==> src/design/krt_pkg.sv <==
// Package for the keyed record table: record type, operation and status codes.
// No dependencies; used by krt_mem and keyed_record_table_compacting.
package krt_pkg;

  typedef enum logic [1:0] {
    FuncInsert = 2'd0,
    FuncRemove = 2'd1,
    FuncLookup = 2'd2,
    FuncList   = 2'd3
  } func_e;

  typedef enum logic [2:0] {
    StatOk       = 3'd0,
    StatFull     = 3'd1,
    StatDup      = 3'd2,
    StatNotFound = 3'd3,
    StatEmpty    = 3'd4
  } status_e;

  typedef struct packed {
    logic [31:0] key;
    logic [31:0] year;
    logic [31:0] course_a;
    logic [31:0] grade_a;
    logic [31:0] course_b;
    logic [31:0] grade_b;
    logic [31:0] course_c;
    logic [31:0] grade_c;
  } rec_t;

endpackage

==> src/design/krt_mem.sv <==
// Record memory: one write port, one read port with registered read data.
// Depends on krt_pkg (rec_t).
module krt_mem #(
  parameter int Depth = 16,
  parameter int AddrW = 4
) (
  input  logic              clk_i,
  input  logic              we_i,
  input  logic [AddrW-1:0]  waddr_i,
  input  krt_pkg::rec_t     wdata_i,
  input  logic [AddrW-1:0]  raddr_i,
  output krt_pkg::rec_t     rdata_o
);

  krt_pkg::rec_t mem_q [Depth];
  krt_pkg::rec_t rdata_q;

  always_ff @(posedge clk_i) begin
    if (we_i) begin
      mem_q[waddr_i] <= wdata_i;
    end
    rdata_q <= mem_q[raddr_i];
  end

  assign rdata_o = rdata_q;

endmodule

==> src/design/keyed_record_table_compacting.sv <==
// Keyed record table with linear search and compaction on remove.
// Depends on krt_pkg and krt_mem.
//
// Channel   | Handshake            | Payload
// ----------+----------------------+---------------------------------------------
// request   | start, busy          | func_i, key_i, year_in_i, course/grade_*_in_i
// result    | res_valid_o (strobe) | status_o, key_out_o, record fields, used_count_o,
//           |                      | full_flag_o, last_o
//
// A request is taken when start is high and busy is low. Search walks the record
// memory one entry per cycle through its single registered read port: insert,
// remove and lookup scan the entries in use, remove then shifts the later entries
// down by one, and list emits one key per cycle from the registered read data.
// Insert into a full table and list of an empty table answer from idle, with no search.
// Reset clears the fill count and control state; the memory is not cleared.
// The receiver cannot stall: each result is shown for exactly one cycle.
module keyed_record_table_compacting #(
  parameter int CAPACITY = 16
) (
  input  logic                              clk_i,
  input  logic                              rst_ni,
  input  logic                              start,
  output logic                              busy,
  input  logic [1:0]                        func_i,
  input  logic [31:0]                       key_i,
  input  logic [31:0]                       year_in_i,
  input  logic [31:0]                       course_a_in_i,
  input  logic [31:0]                       grade_a_in_i,
  input  logic [31:0]                       course_b_in_i,
  input  logic [31:0]                       grade_b_in_i,
  input  logic [31:0]                       course_c_in_i,
  input  logic [31:0]                       grade_c_in_i,
  output logic                              res_valid_o,
  output logic [2:0]                        status_o,
  output logic [31:0]                       key_out_o,
  output logic [31:0]                       year_out_o,
  output logic [31:0]                       course_a_out_o,
  output logic [31:0]                       grade_a_out_o,
  output logic [31:0]                       course_b_out_o,
  output logic [31:0]                       grade_b_out_o,
  output logic [31:0]                       course_c_out_o,
  output logic [31:0]                       grade_c_out_o,
  output logic [$clog2(CAPACITY+1)-1:0]     used_count_o,
  output logic                              full_flag_o,
  output logic                              last_o
);

  localparam int CntW = $clog2(CAPACITY + 1);
  localparam int IdxW = (CAPACITY > 1) ? $clog2(CAPACITY) : 1;
  localparam logic [CntW-1:0] Cap = CntW'(CAPACITY);

  typedef enum logic [3:0] {
    StIdle   = 4'b0001,
    StSearch = 4'b0010,
    StShift  = 4'b0100,
    StList   = 4'b1000
  } state_e;

  state_e                 state_q, state_d;
  logic [CntW-1:0]        count_q, count_d;
  logic [CntW-1:0]        idx_q, idx_d;
  logic [IdxW-1:0]        dst_q, dst_d;
  logic                   vld_q, vld_d;
  krt_pkg::func_e         func_q;
  krt_pkg::rec_t          req_q;

  logic                   we;
  logic [IdxW-1:0]        waddr;
  krt_pkg::rec_t          wdata;
  krt_pkg::rec_t          rdata;

  logic                   emit;
  krt_pkg::status_e       e_status;
  krt_pkg::rec_t          e_rec;
  logic                   e_last;
  logic                   hit;

  logic                   out_vld_q;
  krt_pkg::status_e       out_status_q;
  krt_pkg::rec_t          out_rec_q;
  logic [CntW-1:0]        out_count_q;
  logic                   out_last_q;

  krt_mem #(
    .Depth(CAPACITY),
    .AddrW(IdxW)
  ) u_mem (
    .clk_i  (clk_i),
    .we_i   (we),
    .waddr_i(waddr),
    .wdata_i(wdata),
    .raddr_i(idx_q[IdxW-1:0]),
    .rdata_o(rdata)
  );

  assign busy = (state_q != StIdle);
  assign hit  = vld_q && (rdata.key == req_q.key);

  always_comb begin
    state_d  = state_q;
    count_d  = count_q;
    idx_d    = idx_q;
    dst_d    = dst_q;
    vld_d    = 1'b0;
    we       = 1'b0;
    waddr    = dst_q;
    wdata    = rdata;
    emit     = 1'b0;
    e_status = krt_pkg::StatOk;
    e_rec    = '0;
    e_last   = 1'b1;
    unique case (state_q)
      StIdle: begin
        if (start) begin
          idx_d = '0;
          unique case (krt_pkg::func_e'(func_i))
            krt_pkg::FuncInsert: begin
              if (count_q == Cap) begin
                emit     = 1'b1;
                e_status = krt_pkg::StatFull;
              end else begin
                state_d = StSearch;
              end
            end
            krt_pkg::FuncRemove, krt_pkg::FuncLookup: begin
              state_d = StSearch;
            end
            krt_pkg::FuncList: begin
              if (count_q == '0) begin
                emit     = 1'b1;
                e_status = krt_pkg::StatEmpty;
              end else begin
                state_d = StList;
              end
            end
            default: ;
          endcase
        end
      end
      StSearch: begin
        if (hit) begin
          unique case (func_q)
            krt_pkg::FuncInsert: begin
              emit     = 1'b1;
              e_status = krt_pkg::StatDup;
              state_d  = StIdle;
            end
            krt_pkg::FuncLookup: begin
              emit    = 1'b1;
              e_rec   = rdata;
              state_d = StIdle;
            end
            krt_pkg::FuncRemove: begin
              state_d = StShift;
            end
            default: begin
              state_d = StIdle;
            end
          endcase
        end else if (idx_q >= count_q) begin
          emit    = 1'b1;
          state_d = StIdle;
          if (func_q == krt_pkg::FuncInsert) begin
            we      = 1'b1;
            waddr   = count_q[IdxW-1:0];
            wdata   = req_q;
            count_d = count_q + CntW'(1);
          end else begin
            e_status = krt_pkg::StatNotFound;
          end
        end else begin
          vld_d = 1'b1;
          idx_d = idx_q + CntW'(1);
        end
      end
      StShift: begin
        we = vld_q;
        if (idx_q < count_q) begin
          vld_d = 1'b1;
          dst_d = IdxW'(idx_q - CntW'(1));
          idx_d = idx_q + CntW'(1);
        end else begin
          count_d = count_q - CntW'(1);
          emit    = 1'b1;
          state_d = StIdle;
        end
      end
      StList: begin
        if (vld_q) begin
          emit      = 1'b1;
          e_rec.key = rdata.key;
          e_last    = (idx_q >= count_q);
          if (idx_q >= count_q) begin
            state_d = StIdle;
          end
        end
        if (idx_q < count_q) begin
          vld_d = 1'b1;
          idx_d = idx_q + CntW'(1);
        end
      end
      default: begin
        state_d = StIdle;
      end
    endcase
  end

  always_ff @(posedge clk_i or negedge rst_ni) begin
    if (!rst_ni) begin
      state_q   <= StIdle;
      count_q   <= '0;
      idx_q     <= '0;
      dst_q     <= '0;
      vld_q     <= 1'b0;
      out_vld_q <= 1'b0;
    end else begin
      state_q   <= state_d;
      count_q   <= count_d;
      idx_q     <= idx_d;
      dst_q     <= dst_d;
      vld_q     <= vld_d;
      out_vld_q <= emit;
    end
  end

  always_ff @(posedge clk_i) begin
    if (start && !busy) begin
      func_q         <= krt_pkg::func_e'(func_i);
      req_q.key      <= key_i;
      req_q.year     <= year_in_i;
      req_q.course_a <= course_a_in_i;
      req_q.grade_a  <= grade_a_in_i;
      req_q.course_b <= course_b_in_i;
      req_q.grade_b  <= grade_b_in_i;
      req_q.course_c <= course_c_in_i;
      req_q.grade_c  <= grade_c_in_i;
    end
    if (emit) begin
      out_status_q <= e_status;
      out_rec_q    <= e_rec;
      out_count_q  <= count_d;
      out_last_q   <= e_last;
    end
  end

  assign res_valid_o    = out_vld_q;
  assign status_o       = out_status_q;
  assign key_out_o      = out_rec_q.key;
  assign year_out_o     = out_rec_q.year;
  assign course_a_out_o = out_rec_q.course_a;
  assign grade_a_out_o  = out_rec_q.grade_a;
  assign course_b_out_o = out_rec_q.course_b;
  assign grade_b_out_o  = out_rec_q.grade_b;
  assign course_c_out_o = out_rec_q.course_c;
  assign grade_c_out_o  = out_rec_q.grade_c;
  assign used_count_o   = out_count_q;
  assign full_flag_o    = (out_count_q == Cap);
  assign last_o         = out_last_q;

endmodule

==> config.mk <==
export PLATFORM = sky130hd
export DESIGN_NAME = keyed_record_table_compacting
export DESIGN_NICKNAME = d
export VERILOG_FILES = /design/src/design/krt_pkg.sv /design/src/design/krt_mem.sv /design/src/design/keyed_record_table_compacting.sv
export SDC_FILE = /design/constraint.sdc
export NUM_CORES = 2
export LEC_CHECK = 0
export BUFFER_PORTS_ARGS = -buffer_cell sky130_fd_sc_hd__buf_4
export CAP_MARGIN = 30
export CORE_MARGIN = 2
export CORE_UTILIZATION = 45
export CTS_BUF_LIST = sky130_fd_sc_hd__clkbuf_4 sky130_fd_sc_hd__clkbuf_8 sky130_fd_sc_hd__clkbuf_16
export DETAILED_ROUTE_END_ITERATION = 6
export PLACE_DENSITY_LB_ADDON = 0.05
export SETUP_SLACK_MARGIN = 0.1
export SYNTH_ARGS = -nofsm -noshare
export SYNTH_HDL_FRONTEND = slang
export SYNTH_SLANG_ARGS = --single-unit
==> constraint.sdc <==
create_clock -name clk_i -period 99.1 [get_ports clk_i]
set_input_delay 4.955 -clock clk_i [delete_from_list [all_inputs] [get_ports clk_i]]
set_output_delay 4.955 -clock clk_i [all_outputs]
set_load 0.02 [all_outputs]
Word level (Yosys, flattened, before mapping)
Memories as Yosys holds them, arrays and structs flattened. A register that Yosys moved wholly into a read port is not among the register bits.
Cells that the tools add are included.
{"block": "word_totals", "latch_bits": 0, "word_cells": 130, "ram_bits": 4096, "register_bits": 543, "memories": 1, "romBits": 0, "input_bits": 261, "out_inout_bits": 268}
{"name": "u_mem.mem_q", "words": 16, "width": 256, "read_ports": 1, "rd_clocked_by_memory_dff": 1, "wr": 1, "line_no": "krt_mem.sv:15", "source": "krt_pkg::rec_t mem_q [Depth];"}
{"block": "op_classes", "n_addsub": 4, "n_div": 0, "n_reduce_logical": 15, "eq_ne": 21, "mux": 61, "n_lt_le_gt_ge": 2, "shifts": 0, "multipliers": 0, "bitwise_logic": 0}
{"op": "256-bit two-way mux", "count": 6}
{"op": "32-bit one-hot mux with 2 select lines", "count": 1}
{"op": "4-bit two-way mux", "count": 11}
{"op": "5-bit two-way mux", "count": 8}
{"op": "32-bit == test", "count": 1}
{"op": "32-bit two-way mux", "count": 1}
{"op": "1-bit two-way mux", "count": 17}
{"op": "4-bit one-hot mux with 4 select lines", "count": 1}
{"op": "5-bit one-hot mux with 3 select lines", "count": 1}
{"op": "3-bit two-way mux", "count": 4}
{"op": "3-bit one-hot mux with 2 select lines", "count": 2}
{"op": "4-bit one-hot mux with 3 select lines", "count": 1}
{"op": "5-bit by 1-bit adder with 5-bit output, second input constant", "count": 2}
{"op": "5-bit == test, second input constant", "count": 2}
{"op": "2-bit != test, second input constant", "count": 5}
{"op": "5-bit one-hot mux with 2 select lines", "count": 1}
{"op": "5-bit AND reduction", "count": 2}
{"op": "2-bit == test, second input constant", "count": 3}
{"op": "2-bit two-way mux", "count": 3}
{"op": "3-bit != test, second input constant", "count": 2}
{"op": "1-bit one-hot mux with 2 select lines", "count": 3}
{"op": "2-bit OR reduction", "count": 3}
{"op": "5-bit greater-or-equal comparator", "count": 1}
{"op": "5-bit zero test", "count": 1}
{"op": "other kinds (17)", "count": 21}

Logic depth before layout (Yosys ltp)
{"block": "logic_depth", "depth_word": 7, "mapped_depth": 14, "mapped_depth_nobuf": 8}

Cells and area by module
Synthesis repeated with hierarchy kept, for this count alone.
{"block": "hier_totals", "cells_unflattened": 7962, "hier_area_um2": 181122.5}
{"module": "krt_mem", "area_per_inst_um2": 158655.9, "seq_area_each_um2": 128122.9, "instances": 1, "cells_per_inst": 6648}
{"module": "keyed_record_table_compacting", "area_per_inst_um2": 22466.5, "seq_area_each_um2": 16206.8, "instances": 1, "cells_per_inst": 1314}

Worst setup path after synthesis
OpenSTA, ideal clock, no wires.
{"block": "synth_timing", "path_kind": "register -> register", "from": "register req_q[240] (netlist name)", "to": "register out_vld_q (netlist: res_valid_o)", "setup_ns": 3.154, "path_stages_with_launch": 7, "path_slack_ns": 64.450, "synth_period_minus_slack_ns": 34.650, "t_arrival_ns": 31.496, "path_buffers": 1, "t_required_ns": 95.946, "cell_sequence": "edfxtp_1 xnor2_1 nand4_1 nor4_4 nand3_2 clkbuf_1 o311ai_0"}
{"block": "synth_via", "elab_chain_len": 4}
{"item": "from (decl)", "line_no": "keyed_record_table_compacting.sv:65", "source": "krt_pkg::rec_t req_q;"}
{"item": "32-bit == test", "line_no": "keyed_record_table_compacting.sv:97", "source": "assign hit = vld_q && (rdata.key == req_q.key);"}
{"item": "1-bit logical AND", "line_no": "keyed_record_table_compacting.sv:97"}
{"item": "1-bit two-way mux", "line_no": "keyed_record_table_compacting.sv:141", "source": "if (hit) begin"}
{"item": "1-bit one-hot mux with 4 select lines", "line_no": "keyed_record_table_compacting.sv:112", "source": "unique case (state_q)"}
{"item": "named net emit", "line_no": "keyed_record_table_compacting.sv:72", "source": "logic emit;"}
{"item": "to (signal assigned)", "line_no": "keyed_record_table_compacting.sv:222", "source": "out_vld_q <= emit;"}
{"item": "to (decl)", "line_no": "keyed_record_table_compacting.sv:78", "source": "logic out_vld_q;"}
The timed path passes the listed nets, and every way through them passes these cells.
A chain may end at the register's enable or synchronous reset.

Final worst setup path
{"block": "layout_timing", "from": "input port func_i[1]", "to": "register out_rec_q (netlist bit course_b_out_o[21]) (enable)"}
{"block": "layout_via", "elab_chain_len": 4, "word_cells_on_any_way": 5, "classes_between": "eq/ne (1); mux (3); reduce/logical (1)"}
{"item": "from (decl)", "line_no": "keyed_record_table_compacting.sv:24", "source": "input logic [1:0] func_i,"}
{"item": "2-bit == test or 2-bit zero test (tied branches)", "line_no": "keyed_record_table_compacting.sv:116", "source": "unique case (krt_pkg::func_e'(func_i))"}
{"item": "1-bit one-hot mux with 2 select lines *", "line_no": "keyed_record_table_compacting.sv:116"}
{"item": "1-bit two-way mux *", "line_no": "keyed_record_table_compacting.sv:114", "source": "if (start) begin"}
{"item": "1-bit one-hot mux with 4 select lines *", "line_no": "keyed_record_table_compacting.sv:112"}
{"item": "named net emit", "line_no": "keyed_record_table_compacting.sv:72"}
{"item": "to (signal assigned)", "line_no": "keyed_record_table_compacting.sv:240", "source": "out_rec_q <= e_rec;"}
{"item": "to (decl)", "line_no": "keyed_record_table_compacting.sv:80", "source": "krt_pkg::rec_t out_rec_q;"}
The timed path passes the listed nets; every way through them passes the cells marked *.

==> run metrics <==
synthesized net count=7571; P per Cell Area=26.9 nW/um^2; grt met3 use=2.71%; CTS tree=yes; I/O pins=529; met1 usage=29.9%; DR iter-0 viols=7171; status=finished, final reports clean; top post-synthesis cells by count=4619 x edfxtp_1, 1280 x mux4_2, 261 x and2_1, 256 x dfxtp_1, 171 x clkbuf_1; main combinational cell family by area after synthesis=multiplexers; Core Region=402000 um^2; TritonCTS Buffers=537; max cap viols=0; Clock Skew=0.0421 ns; HP Class=reg2reg; startpoint types=input pin; Final setup viols=0; busiest metal layer after global routing=met2; Clk Latency, worst-skew pair=1.03 ns; fin. max-slew vios=0; Post-Syn Instances=7298; #FFs+latches synth=4895; RSZ-0062 raised after global routing=no; GP Congestion=0.754; worst hold margin=0.523 ns; Critical Path Slowest Stage Cell=buf_4; commonest register cell after synthesis=edfxtp_1; CP most frequent cell=buf_4; fin crit period=7.88 ns; Post-Synth XOR/XNOR Area=0.183%; hold_buf cts=0; Post-synth EDFFs=4619; Leak=66.4 nW; antenna violations before repair=9; Starting Density=45.2%; clk slew on worst S/H paths=0.06 ns; CTS resizes=0; I/O Buffers=528; GRT Residual Overflow=0; post-DP HPWL=229000 um; worst setup margin=91.22 ns; Critical Path Max Stage Delay=0.70 ns; mux contribution to synthesized area=17.8%; peak supply drop=18.9 uV; Place WS=90.14 ns; CP bufs+invs=6; Cell variety after synth=68; ys async rst share=0.409%; Area contributors post-synth=edfxtp_1 76%, mux4_2 16%, dfxtp_1 2.8%; WP data arrival=8.51 ns; Setup crit end kind=flip-flop; CTS root buf=clkbuf_16; vias per cell=5.73; met2 usage=36.9%; Routed Antenna Nets=0; count leader, synth=edfxtp_1; syn avg cell area=24.9 um^2; Slew HR=31.6%; Simple-Gate Fraction of Synth Area=1.26%; Die Ht=639 um; CTS HTree Levels=6; Post-Synth Adder-Cell Area=0.0826%; sequential area share after synthesis=79.4%; vias in the first global route=85.8k; Top Family by Delay on Critical Path=buffers and inverters; share of layout cells above drive strength 1=36.9%; crit path max fanout=47; CP Data Required Time=99.73 ns; Die W=639 um; vias post-DR=79.8k; fin nets=8476; critical-path cell list=buf_4 > inv_1 > ha_1 > nand2_1 > a21o_1 > nor3_1 > a211oi_1 > o311ai_2 > buf_4 > buf_4 > buf_4 > buf_4; setup repair bufs after CTS=0; # rows=233; synth warn=0; Fin Setup TNS=0 ns; Setup CP Type=in2reg; final hold vios=0; Peak Freq=127 MHz; Clock Path Buffers=4; Final Cycle Share=7.95%; DRC Markers=0; Synth Area in Compound Gates=0.260%; pin count of the biggest net entering global routing=132; proportion of netlist area held by the largest area contributor=76.3%; Pre-antenna DRT Iters=7; first-pass GRT wire length=635000 um; # fillers=31.0k; DR WL/cell=32.0 um; gr usage total=21.7%; Post-Route WL=446000 um; post-synthesis cell area=182000 um^2; Syn-to-layout area delta=15.9%; worst slew pin tran=1.03 ns; Clock Sink Count=4895; Synth area leader=edfxtp_1; DIE AREA=409000 um^2
-- registers in the layout, summed over array words and instances, names as in the netlist, 2 cells and up --
signal	cells
req_q	256
state_q	4
u_mem.rdata_o	256
year_out_o	32
dst_q	4
course_c_out_o	32
grade_b_out_o	32
status_o	3
course_b_out_o	32
count_q	5
used_count_o	5
u_mem.mem_q	4096
course_a_out_o	32
key_out_o	32
idx_q	5
grade_c_out_o	32
func_q	2
grade_a_out_o	32
-- metrics by stage --
step | instance area (um^2) | power, W | std cells | util, %
5_1_grt | 211000 | 0.00588 | 13900 | 52.3
3_3_place_gp | 192000 | 0.00370 | 12900 | 47.8
2_1_floorplan | 182000 | 0.00344 | 7298 | -
4_1_cts | 210000 | 0.00573 | 13900 | 52.3
3_5_place_dp | 193000 | 0.00373 | 12900 | 47.9
6_report | 211000 | 0.00566 | 13900 | 52.3
-- cells in the final DEF (no fill, tap or decap), types with 4 or more instances in the layout --
cell type   count
dfrtp_1        15
inv_1          14
mux4_2       1280
nor2_1         23
o21ai_0         5
clkbuf_4      149
xnor2_1        37
dfrtp_4         4
and2_1        260
clkinv_8       10
clkinv_1       81
nand2_1        30
ha_1           12
nor3_1          9
buf_12         22
buf_16         14
bufinv_16      32
clkinvlp_4      7
nor2b_1         5
nand4_1        15
a21oi_1         6
diode_2         6
nor4_1          5
dfxtp_1       256
clkbuf_16     565
mux2_2        107
clkbuf_8       43
mux2_4        149
a21oi_4         6
clkinv_2       70
nand3_1        18
inv_6          13
buf_4         682
edfxtp_1     4619
o21a_1          5
o31ai_4         4
-- layout make-up --
cell class                      instances  area [um^2]  area share (%)
Antenna cell                            6         15.0         0.00713
Clock inverter                        218         2010           0.955
Inverter                               15         63.8          0.0303
Timing Repair Buffer                  718         5950            2.82
Sequential cell                      4895       144000            68.5
Clock buffer                          757        15800            7.53
Tap cell                             5287         6620            3.14
Multi-Input combinational cell       2036        35700            17.0
-- report_power, final --
part           internal (W)  switching [W]  leakage, nW
Sequential          0.00261      0.0000837         44.1
Clock               0.00120       0.000793         8.97
Combinational      0.000430       0.000547         13.3
Total               0.00424        0.00142         66.4
-- logic make-up after synthesis --
family          Yosys count
compound gates           65
xor+xnor                 38
simple gates            383
mux                    1538
buf+inv                 367
fa+ha+maj                12
flops                  4895
-- layer usage --
layer  wire [um]  vias up
li1            -    33000
met1      189000    44200
met2      227000     2028
met3       19000      563
met4       11300        0
met5           0        -
-- worst paths after layout --
kind                            startpoint                  to  slack (ns)  depth (start not counted)
worst max-delay path             func_i[1]  course_b_out_o[21]       91.22                         12
worst min-delay path            count_q[4]          count_q[4]        0.52                          1
worst max register to register    idx_q[0]   u_mem.rdata_o[47]       92.32                         10
worst min register to register  count_q[4]          count_q[4]        0.52                          1
max in group asynchronous           rst_ni          state_q[0]       94.99                          1
min in group asynchronous           rst_ni          count_q[3]        3.82                          1
No activity file was read; power rests on OpenSTA's default activity.
